**src/bbu_pkg.sv**
```systemverilog
// ----------------------------------------------------------------------------
// bbu_pkg
// Shared types and constants for the bit-aligned bitmap unpacker.
// ----------------------------------------------------------------------------
package bbu_pkg;

  localparam int unsigned ADDR_W = 4;
  localparam int unsigned DATA_W = 32;

  // register indexes (paddr[3:2])
  localparam logic [1:0] REG_MODE  = 2'd0;
  localparam logic [1:0] REG_WIDTH = 2'd1;
  localparam logic [1:0] REG_ROWS  = 2'd2;

  localparam logic       MODE_PASS = 1'b0;
  localparam logic       MODE_BITS = 1'b1;

  localparam logic       RST_MODE  = MODE_BITS;
  localparam logic [7:0] RST_WIDTH = 8'd8;
  localparam logic [7:0] RST_ROWS  = 8'd8;

  localparam logic [2:0] LAST_RESULT = 3'd7;  // eighth result of one word
  localparam logic [3:0] BYTE_BITS   = 4'd8;

  // register contents plus effective (zero-as-one) values
  typedef struct packed {
    logic       mode;
    logic [7:0] width;
    logic [7:0] rows;
    logic [7:0] eff_width;
    logic [7:0] eff_rows;
    logic       restart;
  } cfg_t;

  typedef struct packed {
    logic load;   // latch the accepted input word
    logic step;   // produce one result into the output register
  } dp_cmd_t;

  typedef struct packed {
    logic last;   // result in the output register is the last of its word
  } dp_sts_t;

  typedef enum logic [2:0] {
    ST_IDLE = 3'b001,
    ST_STEP = 3'b010,
    ST_OUT  = 3'b100
  } state_e;

endpackage

```
**src/bit_aligned_bitmap_unpacker_core.sv**
```systemverilog
// ----------------------------------------------------------------------------
// bit_aligned_bitmap_unpacker_core
// Repacks glyph bitmap bytes into byte-aligned rows, MSB first.
// ----------------------------------------------------------------------------
// Flow: an accepted word passes through ST_STEP, which loads the output
//   register, and its results then show in ST_OUT; a word yields n results
//   (n = 1..8), which leave at one per cycle while m_axis_tready is high; a
//   new word is taken only as the last result of the old one leaves.
// Reset: rst_ni async, active low; registers return to bit-aligned mode,
//   width 8, height 8, accumulator empty. No clearing pass.
// ----------------------------------------------------------------------------
module bit_aligned_bitmap_unpacker_core (
  input  logic                       clk_i,
  input  logic                       rst_ni,
  // input stream
  input  logic                       s_axis_tvalid,
  output logic                       s_axis_tready,
  input  logic [7:0]                 s_axis_tdata,   // [7:0] src_byte
  // output stream
  output logic                       m_axis_tvalid,
  input  logic                       m_axis_tready,
  output logic [7:0]                 m_axis_tdata,   // [7:0] out_byte
  output logic [1:0]                 m_axis_tuser,   // [0] row_end, [1] glyph_end
  output logic                       m_axis_tlast,   // run_last
  // APB configuration
  input  logic                       psel,
  input  logic                       penable,
  input  logic                       pwrite,
  input  logic [bbu_pkg::ADDR_W-1:0] paddr,
  input  logic [bbu_pkg::DATA_W-1:0] pwdata,
  output logic [bbu_pkg::DATA_W-1:0] prdata,
  output logic                       pready
);
  import bbu_pkg::*;

  cfg_t    cfg;
  dp_cmd_t cmd;
  dp_sts_t sts;

  // register file; any write to a listed register restarts the glyph
  bbu_regs u_regs (
    .clk_i   (clk_i),
    .rst_ni  (rst_ni),
    .psel    (psel),
    .penable (penable),
    .pwrite  (pwrite),
    .paddr   (paddr),
    .pwdata  (pwdata),
    .prdata  (prdata),
    .pready  (pready),
    .cfg_o   (cfg)
  );

  // sequencer: idle -> step -> out, looping out->out while the word has bits
  bbu_ctrl u_ctrl (
    .clk_i       (clk_i),
    .rst_ni      (rst_ni),
    .in_valid_i  (s_axis_tvalid),
    .in_ready_o  (s_axis_tready),
    .out_valid_o (m_axis_tvalid),
    .out_ready_i (m_axis_tready),
    .sts_i       (sts),
    .cmd_o       (cmd)
  );

  // accumulator, counters and the output register
  bbu_dp u_dp (
    .clk_i       (clk_i),
    .rst_ni      (rst_ni),
    .cfg_i       (cfg),
    .cmd_i       (cmd),
    .src_byte_i  (s_axis_tdata),
    .sts_o       (sts),
    .out_byte_o  (m_axis_tdata),
    .row_end_o   (m_axis_tuser[0]),
    .glyph_end_o (m_axis_tuser[1]),
    .run_last_o  (m_axis_tlast)
  );

endmodule

```
**src/bbu_regs.sv**
```systemverilog
// ----------------------------------------------------------------------------
// bbu_regs
// APB register file: packing mode, row width and row count.
// ----------------------------------------------------------------------------
module bbu_regs (
  input  logic                       clk_i,
  input  logic                       rst_ni,
  input  logic                       psel,
  input  logic                       penable,
  input  logic                       pwrite,
  input  logic [bbu_pkg::ADDR_W-1:0] paddr,
  input  logic [bbu_pkg::DATA_W-1:0] pwdata,
  output logic [bbu_pkg::DATA_W-1:0] prdata,
  output logic                       pready,
  output bbu_pkg::cfg_t              cfg_o
);
  import bbu_pkg::*;

  logic       mode_q, mode_d;
  logic [7:0] width_q, width_d;
  logic [7:0] rows_q, rows_d;
  logic       wr_en;
  logic       hit;
  logic [1:0] idx;

  assign pready = 1'b1;
  assign idx    = paddr[3:2];
  assign wr_en  = psel && penable && pwrite;

  always_comb begin
    mode_d  = mode_q;
    width_d = width_q;
    rows_d  = rows_q;
    hit     = 1'b0;
    if (wr_en) begin
      unique case (idx)
        REG_MODE: begin
          mode_d = pwdata[0];
          hit    = 1'b1;
        end
        REG_WIDTH: begin
          width_d = pwdata[7:0];
          hit     = 1'b1;
        end
        REG_ROWS: begin
          rows_d = pwdata[7:0];
          hit    = 1'b1;
        end
        default: hit = 1'b0;
      endcase
    end
  end

  always_ff @(posedge clk_i or negedge rst_ni) begin
    if (!rst_ni) begin
      mode_q  <= RST_MODE;
      width_q <= RST_WIDTH;
      rows_q  <= RST_ROWS;
    end else begin
      mode_q  <= mode_d;
      width_q <= width_d;
      rows_q  <= rows_d;
    end
  end

  always_comb begin
    unique case (idx)
      REG_MODE:  prdata = {31'd0, mode_q};
      REG_WIDTH: prdata = {24'd0, width_q};
      REG_ROWS:  prdata = {24'd0, rows_q};
      default:   prdata = '0;
    endcase
  end

  // effective sizes follow the value being written so a restart reloads the new one
  assign cfg_o.mode      = mode_q;
  assign cfg_o.width     = width_q;
  assign cfg_o.rows      = rows_q;
  assign cfg_o.eff_width = (width_d == 8'd0) ? 8'd1 : width_d;
  assign cfg_o.eff_rows  = (rows_d == 8'd0) ? 8'd1 : rows_d;
  assign cfg_o.restart   = hit;

endmodule

```
**src/bbu_ctrl.sv**
```systemverilog
// ----------------------------------------------------------------------------
// bbu_ctrl
// Handshake controller: accept a word, step results out one at a time.
// ----------------------------------------------------------------------------
module bbu_ctrl (
  input  logic             clk_i,
  input  logic             rst_ni,
  input  logic             in_valid_i,
  output logic             in_ready_o,
  output logic             out_valid_o,
  input  logic             out_ready_i,
  input  bbu_pkg::dp_sts_t sts_i,
  output bbu_pkg::dp_cmd_t cmd_o
);
  import bbu_pkg::*;

  state_e state_q, state_d;
  logic   take;

  // new word only once the last result of the old one leaves
  assign in_ready_o  = (state_q == ST_IDLE) ||
                       ((state_q == ST_OUT) && sts_i.last && out_ready_i);
  assign out_valid_o = (state_q == ST_OUT);
  assign take        = in_valid_i && in_ready_o;

  assign cmd_o.load = take;
  assign cmd_o.step = (state_q == ST_STEP) ||
                      ((state_q == ST_OUT) && out_ready_i && !sts_i.last);

  always_comb begin
    state_d = state_q;
    unique case (state_q)
      ST_IDLE: if (take) state_d = ST_STEP;
      ST_STEP: state_d = ST_OUT;
      ST_OUT: begin
        if (out_ready_i && sts_i.last) begin
          state_d = take ? ST_STEP : ST_IDLE;
        end
      end
      default: state_d = ST_IDLE;
    endcase
  end

  always_ff @(posedge clk_i or negedge rst_ni) begin
    if (!rst_ni) begin
      state_q <= ST_IDLE;
    end else begin
      state_q <= state_d;
    end
  end

endmodule

```
**src/bbu_dp.sv**
```systemverilog
// ----------------------------------------------------------------------------
// bbu_dp
// Datapath: bit accumulator, row and glyph counters, output register.
// ----------------------------------------------------------------------------
module bbu_dp (
  input  logic             clk_i,
  input  logic             rst_ni,
  input  bbu_pkg::cfg_t    cfg_i,
  input  bbu_pkg::dp_cmd_t cmd_i,
  input  logic [7:0]       src_byte_i,
  output bbu_pkg::dp_sts_t sts_o,
  output logic [7:0]       out_byte_o,
  output logic             row_end_o,
  output logic             glyph_end_o,
  output logic             run_last_o
);
  import bbu_pkg::*;

  logic [14:0] acc_q, acc_d;
  logic [3:0]  pend_q, pend_d;
  logic [7:0]  rbl_q, rbl_d;
  logic [7:0]  rows_q, rows_d;
  logic [2:0]  cnt_q, cnt_d;

  logic [7:0]  obyte_q;
  logic        rend_q, gend_q, last_q;

  logic [3:0]  need, nxt_need;
  logic [7:0]  mask;
  logic [22:0] win;
  logic [7:0]  chunk;
  logic [3:0]  pend_rem;
  logic [14:0] acc_rem;
  logic [7:0]  rbl_rem, rows_dec;
  logic        row_done, glyph_done, more;
  logic [14:0] st_acc;
  logic [3:0]  st_pend;
  logic [7:0]  st_rbl, st_rows;

  // one result: take min(row bits left, 8) bits off the top of the pending bits
  assign need  = (rbl_q < 8'd8) ? rbl_q[3:0] : BYTE_BITS;
  assign mask  = 8'(8'hFF << (BYTE_BITS - need));
  assign win   = {acc_q, 8'd0};
  assign chunk = (cfg_i.mode == MODE_BITS) ? (8'(win >> pend_q) & mask)
                                           : (acc_q[7:0] & mask);

  assign pend_rem   = pend_q - need;
  assign acc_rem    = acc_q & ~(15'h7FFF << pend_rem);
  assign rbl_rem    = rbl_q - {4'd0, need};
  assign rows_dec   = rows_q - 8'd1;
  assign row_done   = (rbl_rem == 8'd0);
  assign glyph_done = row_done && (rows_dec == 8'd0);

  always_comb begin
    st_acc  = (cfg_i.mode == MODE_BITS) ? acc_rem : 15'd0;
    st_pend = (cfg_i.mode == MODE_BITS) ? pend_rem : 4'd0;
    st_rbl  = rbl_rem;
    st_rows = rows_q;
    if (glyph_done) begin
      st_acc  = 15'd0;
      st_pend = 4'd0;
      st_rbl  = cfg_i.eff_width;
      st_rows = cfg_i.eff_rows;
    end else if (row_done) begin
      st_rbl  = cfg_i.eff_width;
      st_rows = rows_dec;
    end
  end

  // look ahead: does the same word yield another result?
  assign nxt_need = (st_rbl < 8'd8) ? st_rbl[3:0] : BYTE_BITS;
  assign more     = (cfg_i.mode == MODE_BITS) && (cnt_q != LAST_RESULT) &&
                    (st_pend >= nxt_need);

  always_comb begin
    acc_d  = acc_q;
    pend_d = pend_q;
    rbl_d  = rbl_q;
    rows_d = rows_q;
    cnt_d  = cnt_q;
    priority if (cfg_i.restart) begin
      acc_d  = 15'd0;
      pend_d = 4'd0;
      rbl_d  = cfg_i.eff_width;
      rows_d = cfg_i.eff_rows;
    end else if (cmd_i.load) begin
      cnt_d = 3'd0;
      if (cfg_i.mode == MODE_BITS) begin
        acc_d  = {acc_q[6:0], src_byte_i};  // at most 7 bits carried over
        pend_d = pend_q + BYTE_BITS;
      end else begin
        acc_d  = {7'd0, src_byte_i};
      end
    end else if (cmd_i.step) begin
      acc_d  = st_acc;
      pend_d = st_pend;
      rbl_d  = st_rbl;
      rows_d = st_rows;
      cnt_d  = cnt_q + 3'd1;
    end
  end

  always_ff @(posedge clk_i or negedge rst_ni) begin
    if (!rst_ni) begin
      acc_q  <= 15'd0;
      pend_q <= 4'd0;
      rbl_q  <= RST_WIDTH;
      rows_q <= RST_ROWS;
      cnt_q  <= 3'd0;
      last_q <= 1'b0;
    end else begin
      acc_q  <= acc_d;
      pend_q <= pend_d;
      rbl_q  <= rbl_d;
      rows_q <= rows_d;
      cnt_q  <= cnt_d;
      if (cmd_i.step) begin
        last_q <= !more;
      end
    end
  end

  always_ff @(posedge clk_i) begin
    if (cmd_i.step) begin
      obyte_q <= chunk;
      rend_q  <= row_done;
      gend_q  <= glyph_done;
    end
  end

  assign sts_o.last  = last_q;
  assign out_byte_o  = obyte_q;
  assign row_end_o   = rend_q;
  assign glyph_end_o = gend_q;
  assign run_last_o  = last_q;

endmodule

```
**config.mk**
```make
export PLATFORM = sky130hd
export DESIGN_NAME = bit_aligned_bitmap_unpacker_core
export DESIGN_NICKNAME = d
export VERILOG_FILES = /design/src/bbu_pkg.sv /design/src/bit_aligned_bitmap_unpacker_core.sv /design/src/bbu_regs.sv /design/src/bbu_ctrl.sv /design/src/bbu_dp.sv
export SDC_FILE = /design/constraint.sdc
export NUM_CORES = 1
export LEC_CHECK = 0
export ABC_AREA = 0
export BUFFER_PORTS_ARGS = -buffer_cell sky130_fd_sc_hd__buf_2
export CAP_MARGIN = 5
export CORE_AREA = 5 5 119 121
export CTS_BUF_LIST = sky130_fd_sc_hd__clkbuf_8
export CTS_CLUSTER_DIAMETER = 80
export DETAILED_ROUTE_END_ITERATION = 12
export DIE_AREA = 0 0 124 126
export PLACE_DENSITY = 0.58
export SETUP_SLACK_MARGIN = 0.3
export SYNTH_ARGS = -nofsm -noshare
export SYNTH_HDL_FRONTEND = slang
export SYNTH_SLANG_ARGS = --single-unit
```
**constraint.sdc**
```tcl
create_clock -name clk_i -period 4.55 [get_ports clk_i]
set_input_delay 0.6825 -clock clk_i [delete_from_list [all_inputs] [get_ports clk_i]]
set_output_delay 0.6825 -clock clk_i [all_outputs]
set_load 0.05 [all_outputs]
```
After elaboration in Yosys (flattened, before gate mapping)
Index checks and enable logic that the tools add are counted.

operators by class
  reductions and logical operators = 31
  muxes and demuxes = 40
  shifts and indexed selects = 3
  multiply operators = 0
  bitwise gates (word level) = 5
  equality and inequality tests = 10
  $add $sub $neg = 6
  div/mod/pow operators = 0
  magnitude comparators = 3

operators with widths
  kind                                                                     count
  8-bit 2-to-1 mux                                                         17
  15-bit 2-to-1 mux                                                        6
  8-bit zero test                                                          4
  4-bit 2-to-1 mux                                                         8
  8-bit one-hot mux with 3 select lines                                    1
  23-bit by 4-bit right shift with 8-bit output                            1
  8-bit AND                                                                2
  8-bit by 4-bit < comparator with 1-bit output, second input constant     2
  15-bit AND                                                               1
  15-bit NOT                                                               1
  15-bit by 4-bit left shift with 15-bit output, first input constant      1
  3-bit 2-to-1 mux                                                         4
  1-bit logical AND                                                        11
  2-bit AND reduction                                                      5
  3-bit one-hot mux with 3 select lines                                    1
  8-bit by 4-bit left shift with 8-bit output, first input constant        1
  8-bit by 1-bit subtractor with 8-bit output, second input constant       1
  8-bit by 4-bit subtractor with 8-bit output                              1
  3-bit inequality test, second input constant                             2
  3-bit nonzero test                                                       2
  4-bit adder, second input constant                                       1
  4-bit greater-or-equal comparator                                        1
  2-bit by 1-bit inequality test with 1-bit output, second input constant  2
  2-bit nonzero test                                                       2
  other kinds (17)                                                         20

storage, ports and cells
  flip-flop bits (word level) = 69
  input port bits = 51
  word-level logic and storage cells = 111
  RAM bits = 0
  bits in read-only memories = 0
  output and inout bits = 46
  latch bits = 0
  memories = 0

Depth between registers and ports, before layout
Gate-level depths: netlist (run 1).

  depth after elaboration = 12
  mapped depth = 21
  depth with buffers taken out = 18

By module
A second synthesis (run 1) with hierarchy kept.

second synthesis, totals
  cell total of the unflattened synthesis = 557
  area total of the unflattened synthesis = 5,134.9 um^2

by module, submodules not included
  module    area an instance (um^2)  instances  cells an instance
  bbu_dp    3,644.7                  1          426
  bbu_regs  1,286.2                  1          110
  bbu_ctrl  203.9                    1          21

Least setup slack after synthesis (run 1)
OpenSTA, ideal clock, no wires.

  path kind = reg2reg
  start = register u_dp.rbl_q[4]
  end = register u_dp.last_q (netlist: u_dp.run_last_o)
  data arrival time = 3,362 ps
  path buffers = 1
  stages on the path, launching flop included = 20
  data required time = 4,472 ps
  setup time = 78 ps
  path slack = 1,110 ps
  period minus slack after synthesis = 3,440 ps
  path through = dfrtp_1 > clkbuf_1 > nor4_1 > nand2b_1 > nand2_1 > ha_1 > nor4b_1 > o21ai_0 > a21oi_1 > nand2_1 > inv_1 > a22oi_1 > nor2b_1 > ha_1 > nand2b_1 > a21o_1 > a21o_1 > a21oi_1 > nor3_1 > a21oi_1

on the way
  longest elaborated chain between the ends = 11
  elaborated cells between the ends (all ways) = 15
  those cells by class = add/sub (2); order compare (3); mux (6); reduce/logical (4)

RTL lines
  what                                                          RTL line                    RTL
  start: declaration                                            bbu_dp.sv:21                logic [7:0] rbl_q, rbl_d;
  start signal: assignment                                      bbu_dp.sv:114               rbl_q <= rbl_d;
  8-bit by 4-bit < comparator with 1-bit output                 bbu_dp.sv:41                assign need = (rbl_q < 8'd8) ? rbl_q[3:0] : BYTE_BITS;
  4-bit 2-to-1 mux                                              bbu_dp.sv:41
  8-bit by 4-bit subtractor with 8-bit output *                 bbu_dp.sv:49                assign rbl_rem = rbl_q - {4'd0, need};
  8-bit zero test *                                             bbu_dp.sv:51                assign row_done = (rbl_rem == 8'd0);
  named net u_dp.row_done                                       bbu_dp.sv:35                logic row_done, glyph_done, more;
  8-bit 2-to-1 mux / 1-bit logical AND (equally long branches)  bbu_dp.sv:64, bbu_dp.sv:52
  8-bit 2-to-1 mux                                              bbu_dp.sv:59                if (glyph_done) begin
  8-bit by 4-bit < comparator with 1-bit output                 bbu_dp.sv:71                assign nxt_need = (st_rbl < 8'd8) ? st_rbl[3:0] : BYTE_BITS;
  4-bit 2-to-1 mux                                              bbu_dp.sv:71
  4-bit greater-or-equal comparator *                           bbu_dp.sv:73                (st_pend >= nxt_need);
  1-bit logical AND *                                           bbu_dp.sv:72                assign more = (cfg_i.mode == MODE_BITS) && (cnt_q != LAST_RESULT) &&
  1-bit zero test *                                             bbu_dp.sv:118               last_q <= !more;
  end signal: assignment                                        bbu_dp.sv:118
  end: declaration                                              bbu_dp.sv:26                logic rend_q, gend_q, last_q;

Mark *: on every way through the listed nets, which the timed path passes. The rest lies on a longest branch.
A chain may end at the register's enable or synchronous reset.

Final worst setup path (run 1)
  start = register u_dp.rbl_q[7]
  end = register u_dp.last_q (netlist: u_dp.run_last_o)

on the way
  longest elaborated chain between the ends = 11
  elaborated cells between the ends (all ways) = 15
  those cells by class = add/sub (2); order compare (3); mux (6); reduce/logical (4)

RTL lines
  what                                                          RTL line
  8-bit by 4-bit < comparator with 1-bit output                 bbu_dp.sv:41
  4-bit 2-to-1 mux                                              bbu_dp.sv:41
  8-bit by 4-bit subtractor with 8-bit output                   bbu_dp.sv:49
  8-bit zero test                                               bbu_dp.sv:51
  8-bit 2-to-1 mux / 1-bit logical AND (equally long branches)  bbu_dp.sv:64, bbu_dp.sv:52
  8-bit 2-to-1 mux                                              bbu_dp.sv:59
  8-bit by 4-bit < comparator with 1-bit output                 bbu_dp.sv:71
  4-bit 2-to-1 mux                                              bbu_dp.sv:71
  4-bit greater-or-equal comparator *                           bbu_dp.sv:73
  1-bit logical AND *                                           bbu_dp.sv:72
  1-bit zero test *                                             bbu_dp.sv:118

Every way passes the cells marked *; elsewhere a longest branch is shown, timed or not.

==> results.sh, run 1 <==
export IMPL_status="finished clean"
export IMPL_detail_route_wl_per_cell_um=16.8
export IMPL_seq_area_frac_synth_pct=36.8
export IMPL_die_h_um=126
export IMPL_post_dp_hpwl_um=9350
export IMPL_setup_slack_ns=0.780
export IMPL_cp_end_kind="flip-flop"
export IMPL_clk_latency_ns=0.37
export IMPL_grt_pass1_vias=4040
export IMPL_core_area_um2=13000
export IMPL_ys_ff_latch=69
export IMPL_crit_path_end="u_dp.run_last_o$_DFFE_PN0P_"
export IMPL_rsz0062_at_grt="false"
export IMPL_r2r_slack_ns=0.78
export IMPL_worstPathArrival_ns=4.07
export IMPL_die_x_um=124
export IMPL_startpoint_type="flip-flop"
export IMPL_fin_worst_skew_ns=0.00801
export IMPL_tns_ns=0
export IMPL_cp_startpoint="u_dp.rbl_q[7]$_DFFE_PN0P_"
export IMPL_antenna_found_initial=0
export IMPL_io_buffers=45
export IMPL_synth_edf_count=10
export IMPL_cts_tree="built"
export IMPL_power_internal_uw=1780
export IMPL_grt_pass1_wl_um=20600
export IMPL_htreeDepth=3
export IMPL_grt_overflow=0
export IMPL_avgViaCountPerCell=5.53
export IMPL_period_share_pct=82.9
export IMPL_post_synth_cell_area_avg_um2=9.03
export IMPL_ys_flop_type="dfrtp_1"
export IMPL_postCtsHoldBufs=0
export IMPL_combPwrFrac_pct=51.9
export IMPL_power_frac_seq_pct=33.3
export IMPL_pre_cts_slack_ns=0.696
export IMPL_dr_total_vias=4139
export IMPL_drtIter0Drc=340
export IMPL_p_leak_uw=0.00230
export IMPL_async_flop_share_pct=85.5
export IMPL_rr_startpoint="u_dp.rbl_q[7]$_DFFE_PN0P_"
export IMPL_routabilityCongestion=0.918
export IMPL_n_antenna_cell=0
export IMPL_grtUsageTotal_pct=16.7
export IMPL_p_sw_uw=1680
export IMPL_finalSetupViolCount=0
export IMPL_dieArea_um2=15600
export IMPL_area_growth_pct=9.47
export IMPL_grt_max_degree=35
export IMPL_yosys_cell_types_count=71
export IMPL_reg2regPathDepth=16
export IMPL_cts_sinks=69
export IMPL_initial_utilization_pct=37.4
export IMPL_io_pins=97
export IMPL_postRouteAntennaNets=0
export IMPL_p_clk_share_pct=14.8
export IMPL_cts_root_buffer="clkbuf_8"
export IMPL_min_period_ns=3.77
export IMPL_cts_buffers=9
export IMPL_clk_pin_slew_worst_paths_ns=0.08
export IMPL_critPathRequiredTime_ns=4.85
export IMPL_finalHoldViolCount=0
export IMPL_vdd_ir_drop_max_mv=0.243
export IMPL_syn_inst=537
export IMPL_wirelength_um=12600
export IMPL_rr_endpoint="u_dp.run_last_o$_DFFE_PN0P_"
export IMPL_drtPass1Iterations=5
export IMPL_crit_fanout=6
export IMPL_layout_nets=636
export IMPL_maxSlewHeadroom_pct=35.7
export IMPL_fp_row_count=42
export IMPL_setup_worst_path_class="reg -> reg"
export IMPL_hold_path_class="in -> async"
export IMPL_synth_area_um2=4850
export IMPL_switching_share_pct=48.5
export IMPL_worst_pin_slew_ns=0.961
export IMPL_drc=0
export IMPL_ys_warn_count=0
export IMPL_powerDensity_nw_per_um2=652
export IMPL_cts_path_max_buffers=2
export IMPL_maxCapViolations=0
export IMPL_fmax_ghz=0.265
export IMPL_drive_gt1_share_pct=17.5
export IMPL_final_max_slew_viol_count=0
==> per-layer routing <==
metal | vias up | track usage, % | share of wire (%)
li1 | 1972 | - | -
met1 | 2024 | 22.9 | 46
met2 | 121 | 26.2 | 48
met3 | 22 | 3.90 | 5.0
met4 | 0 | 5.35 | 1.8
met5 | - | 0 | 0
==> final cells by class <==
| class | instances | area, um2 |
|---|---|---|
| fill | 1320 | 7670 |
| multi-input combinational | 418 | 2780 |
| sequential | 69 | 1780 |
| timing repair buffer | 48 | 248 |
| tap | 176 | 220 |
| clock buffer | 10 | 138 |
| inverter | 22 | 82.6 |
| clock inverter | 6 | 53.8 |
==> power by group through the flow <==
| stage | Clock, uW | Sequential, uW | Combinational [uW] |
|---|---|---|---|
| after floorplan | 0 | 1040 | 1460 |
| after global routing | 555 | 1180 | 2010 |
| after CTS | 526 | 1140 | 1790 |
| final | 511 | 1150 | 1800 |
| after detailed placement | 0 | 1150 | 1780 |
| after global placement | 0 | 1140 | 1760 |
==> through the flow <==
| stage | total power [uW] | instance area [um2] | hold slack (ns) | std cells | utilization, % |
|---|---|---|---|---|---|
| after global routing | 3740 | 5310 | 0.348 | 749 | 40.9 |
| after global placement | 2910 | 5110 | 0.490 | 733 | 39.4 |
| final | 3460 | 5310 | 0.324 | 749 | 40.9 |
| after floorplan | 2500 | 4940 | 0.387 | 561 | - |
| after detailed placement | 2930 | 5110 | 0.504 | 733 | 39.4 |
| after CTS | 3460 | 5300 | 0.324 | 749 | 40.9 |
==> logic make-up after synthesis <==
logic type | share of synthesized area (%)
compound gates | 21.4
xor+xnor | 1.81
fa+ha+maj | 4.54
buf+inv | 7.82
flops | 36.8
mux | 9.49
other cells | 0.155
simple gates | 18.0
==> registers in the layout, indices dropped and copies added, names as in the netlist <==
signal / flops
u_dp.acc_q: 15
u_dp.rbl_q: 8
u_dp.glyph_end_o: 1
u_dp.out_byte_o: 8
u_dp.row_end_o: 1
u_ctrl.state_q: 3
u_dp.pend_q: 4
u_regs.rows_q: 8
u_regs.mode_q: 1
u_dp.cnt_q: 3
u_regs.width_q: 8
u_dp.rows_q: 8
u_dp.run_last_o: 1
==> cell usage in the layout (no fill, tap or decap), types with 7 or more instances in the layout <==
master / count
a21o_1: 7
a21oi_1: 19
a22o_1: 14
a22oi_1: 12
buf_2: 45
clkbuf_8: 10
conb_1: 26
dfrtp_1: 53
edfxtp_1: 10
ha_1: 16
inv_1: 22
mux2_2: 12
mux2i_1: 28
nand2_1: 58
nand2b_1: 11
nand3_1: 8
nor2_1: 40
nor2b_1: 11
nor3_1: 14
o21ai_0: 35
o22ai_1: 7
==> worst min path at each step <==
stage               slack, ns                      start  cells after the start                       endpoint
floorplan                0.39                     rst_ni                      0  u_ctrl.state_q[1]$_DFFE_PN0P_
global placement         0.49  u_dp.cnt_q[2]$_DFFE_PN0P_                      1      u_dp.cnt_q[2]$_DFFE_PN0P_
detailed placement       0.50  u_dp.cnt_q[1]$_DFFE_PN0P_                      1      u_dp.cnt_q[1]$_DFFE_PN0P_
CTS                      0.32                     rst_ni                      1      u_dp.rbl_q[1]$_DFFE_PN0P_
global route             0.35                     rst_ni                      1  u_ctrl.state_q[2]$_DFFE_PN0P_
finish                   0.32                     rst_ni                      1      u_dp.rbl_q[1]$_DFFE_PN0P_
==> cells in the mapped netlist, types with 7 or more instances <==
library cell	n	area share, %
nand2_1	58	4.5
buf_4	27	4.2
o22ai_1	7	0.90
o21ai_0	35	3.6
mux2_2	12	2.8
nor2b_1	11	1.4
a22o_1	14	2.5
edfxtp_1	10	6.2
ha_1	16	4.1
nor3_1	14	1.4
nor2_1	40	3.1
a21oi_1	19	2.0
a21o_1	7	1.1
inv_1	21	1.6
dfrtp_1	53	27
mux2i_1	28	5.8
nand2b_1	11	1.4
clkbuf_1	21	1.6
nand3_1	8	0.83
nor4_1	7	0.90
a22oi_1	12	1.9
==> worst max-delay path, stage by stage, from the launching register on <==
cell	delay (ns)
dfrtp_1	0.44
nor4_2	0.38
nand2b_1	0.19
nand2_1	0.11
ha_1	0.18
nor4b_1	0.22
o21ai_0	0.23
a21o_4	0.27
o31ai_2	0.43
or2_2	0.19
ha_1	0.22
nand2b_1	0.14
a21o_1	0.17
a21o_1	0.17
a21oi_1	0.15
nor3_1	0.06
a21oi_1	0.15
==> what timing repair did <==
| action | 4_1_cts | 5_1_grt |
|---|---|---|
| hold endpoints to repair | 0 | 0 |
| gates resized for setup | 0 | 1 |
| setup buffers | 0 | 0 |
| setup endpoints to repair | 0 | 1 |
Note: power is estimated with default switching activity, not from simulation.
==> run 2: changes to the inputs <==
PLACE_DENSITY = 0.6   (was 0.58)
clock period = 3.4 ns   (was 4.55 ns; I/O delays follow)
==> run 2 against run 1 <==
Critical path depth up 6. Setup slack worse by 0.53 ns. Global-route usage up 1.3 points. Critical endpoint is now u_dp.rows_q[4]$_DFFE_PN0P_. Hold slack better by 0.021 ns. Largest power group unchanged. Sequential cell count unchanged. Via count up 7.1%. Maximum frequency up 20%. Sequential share of layout area down 3.3 points. Clock skew up 0.0042 ns.
==> results.sh, run 2 (synthesized netlist as in run 1, its figures left out) <==
export IMPL_top_register="u_dp.acc_q"
export IMPL_cts_tree="built"
export IMPL_cts_root_buffer="clkbuf_8"
export IMPL_slowest_stage="dfrtp_2"
export IMPL_cp_startpoint="u_dp.rbl_q[7]$_DFFE_PN0P_"
export IMPL_io_pins=97
export IMPL_cts_sinks=69
export IMPL_rr_startpoint="u_dp.rbl_q[7]$_DFFE_PN0P_"
export IMPL_rsz0062_at_grt="true"
export IMPL_mostFrequentLayoutCells="buf_4 (59), nand2_1 (55), dfrtp_1 (50)"
export IMPL_power_uw=5330
export IMPL_wirelength_um=14000
export IMPL_grtUsageTotal_pct=18.0
export IMPL_fp_row_count=42
export IMPL_routabilityCongestion=0.874
export IMPL_post_route_util_pct=45.5
export IMPL_min_period_ns=3.15
export IMPL_status="finished clean"
export IMPL_detail_route_wl_per_cell_um=17.3
export IMPL_clk_pin_slew_worst_paths_ns=0.08
export IMPL_antenna_found_initial=0
export IMPL_core_area_um2=13000
export IMPL_finalHoldViolCount=0
export IMPL_grt_pass1_vias=4458
export IMPL_die_h_um=126
export IMPL_largest_reg_flops=15
export IMPL_grt_pass1_wl_um=22100
export IMPL_grt_max_degree=44
export IMPL_p_leak_uw=0.00265
export IMPL_layout_nets=696
export IMPL_period_share_pct=92.5
export IMPL_final_cells=809
export IMPL_dieArea_um2=15600
export IMPL_maxSlewHeadroom_pct=27.8
export IMPL_fin_worst_skew_ns=0.0122
export IMPL_critPathRequiredTime_ns=3.66
export IMPL_clk_latency_ns=0.37
export IMPL_area_growth_pct=21.7
export IMPL_hold_path_class="in -> async"
export IMPL_initial_utilization_pct=37.4
export IMPL_startpoint_type="flip-flop"
export IMPL_cts_buffers=9
export IMPL_cts_path_max_buffers=2
export IMPL_drtPass1Iterations=5
export IMPL_drive_gt1_share_pct=27.8
export IMPL_dr_total_vias=4433
export IMPL_setup_worst_path_class="reg -> reg"
export IMPL_io_buffers=45
export IMPL_cp_end_kind="flip-flop"
export IMPL_powerDensity_nw_per_um2=903
export IMPL_max_stage_delay_ns=0.45
export IMPL_postRouteAntennaNets=0
export IMPL_avgViaCountPerCell=5.48
export IMPL_die_x_um=124
export IMPL_fmax_ghz=0.318
export IMPL_vdd_ir_drop_max_mv=0.361
export IMPL_worstPathArrival_ns=3.41
export IMPL_crit_top_cell="buf_4"
export IMPL_cp_cell_sequence="nor4_4 -> nand2b_4 -> nand2_4 -> ha_4 -> nor4b_4 -> o21ai_2 -> a21oi_2 -> nand2_2 -> inv_2 -> buf_4 -> buf_6 -> buf_4 -> buf_4 -> buf_4 -> buf_4 -> buf_4 -> buf_4 -> buf_6 -> buf_6 -> buf_6 -> nand4_1 -> o211a_1"
export IMPL_maxCapViolations=0
export IMPL_n_antenna_cell=0
export IMPL_worst_pin_slew_ns=1.08
export IMPL_drc=0
export IMPL_post_dp_hpwl_um=10100
export IMPL_final_max_slew_viol_count=0
export IMPL_final_common_cell="buf_4"
export IMPL_path_buf_inv=12
export IMPL_crit_family="buffers and inverters"
export IMPL_drtIter0Drc=436
export IMPL_finalSetupViolCount=0
export IMPL_crit_fanout=5
export IMPL_dpl_cell_count=762
export IMPL_tns_ns=0
export IMPL_grt_overflow=0
export IMPL_htreeDepth=3
## run 2: cell types whose count changed in the layout (fill, tap and decap cells not counted), moves of 3 or more
cell | before | now
buf_6 | 0 | 4
dfrtp_2 | 0 | 3
buf_4 | 3 | 59
dfrtp_1 | 53 | 50
nand2_1 | 58 | 55
o21ai_0 | 35 | 32
clkinv_2 | 4 | 0
## run 2: timing repair
action | in CTS | in global routing
hold endpoints to repair | 0 | 0
hold buffers | 0 | 0
setup endpoints to repair | 8 | 17
gates cloned | 0 | 0
resized for setup | 9 | 12
pin swaps | 5 | 7
buffers inserted | 24 | 7
## run 2: worst paths after layout
check                      slack, ns  cells past startpoint                          to
max reg2reg                     0.25                     22  u_dp.rows_q[4]$_DFFE_PN0P_
max in group asynchronous       2.23                      2   u_dp.rbl_q[3]$_DFFE_PN1P_
min reg2reg                     0.51                      1   u_dp.cnt_q[1]$_DFFE_PN0P_
min in group clk_i              0.38                      3   u_regs.mode_q$_DFFE_PN1P_
min                             0.35                      1  u_dp.rows_q[5]$_DFFE_PN0P_
max                             0.25                     22  u_dp.rows_q[4]$_DFFE_PN0P_
## run 2: per-layer routing
layer | part of all wire [%] | global-route usage, % | vias to the layer above
li1 | - | - | 2094
met1 | 41 | 21.9 | 2151
met2 | 50 | 30.2 | 152
met3 | 5.9 | 4.80 | 36
met4 | 3.0 | 6.89 | 0
met5 | 0 | 0 | -
## run 2: cell type report
cell class	count	area (um2)
fill	1294	7080
multi-input combinational	418	2890
sequential	69	1790
timing repair buffer	108	713
tap	176	220
clock buffer	12	165
inverter	22	82.6
clock inverter	4	41.3
## run 2: report_power, final
group / switching [uW] / total, uW / internal [uW]
clock: 318 / 709 / 391
sequential: 361 / 1490 / 1130
combinational: 1750 / 3130 / 1380
total: 2430 / 5330 / 2900
## run 2: metrics by stage
| stage | area (um2) | setup WS [ns] | hold WS (ns) |
|---|---|---|---|
| after detailed placement | 5390 | 0.109 | 0.492 |
| after global placement | 5390 | 0.155 | 0.486 |
| after CTS | 5810 | 0.293 | 0.356 |
| after floorplan | 5010 | -0.251 | 0.214 |
| after global routing | 5900 | 0.118 | 0.370 |
| final | 5900 | 0.254 | 0.345 |
## run 2: worst reg2reg max path, cell delays in order, from the launching register on
cell and delay (ns):
dfrtp_2 0.45, nor4_4 0.38, nand2b_4 0.10, nand2_4 0.08, ha_4 0.14, nor4b_4 0.21, o21ai_2 0.13, a21oi_2 0.18
nand2_2 0.10, inv_2 0.08, buf_4 0.11, buf_6 0.08, buf_4 0.09, buf_4 0.09, buf_4 0.09, buf_4 0.09
buf_4 0.10, buf_4 0.10, buf_6 0.09, buf_6 0.08, buf_6 0.09, nand4_1 0.08, o211a_1 0.14
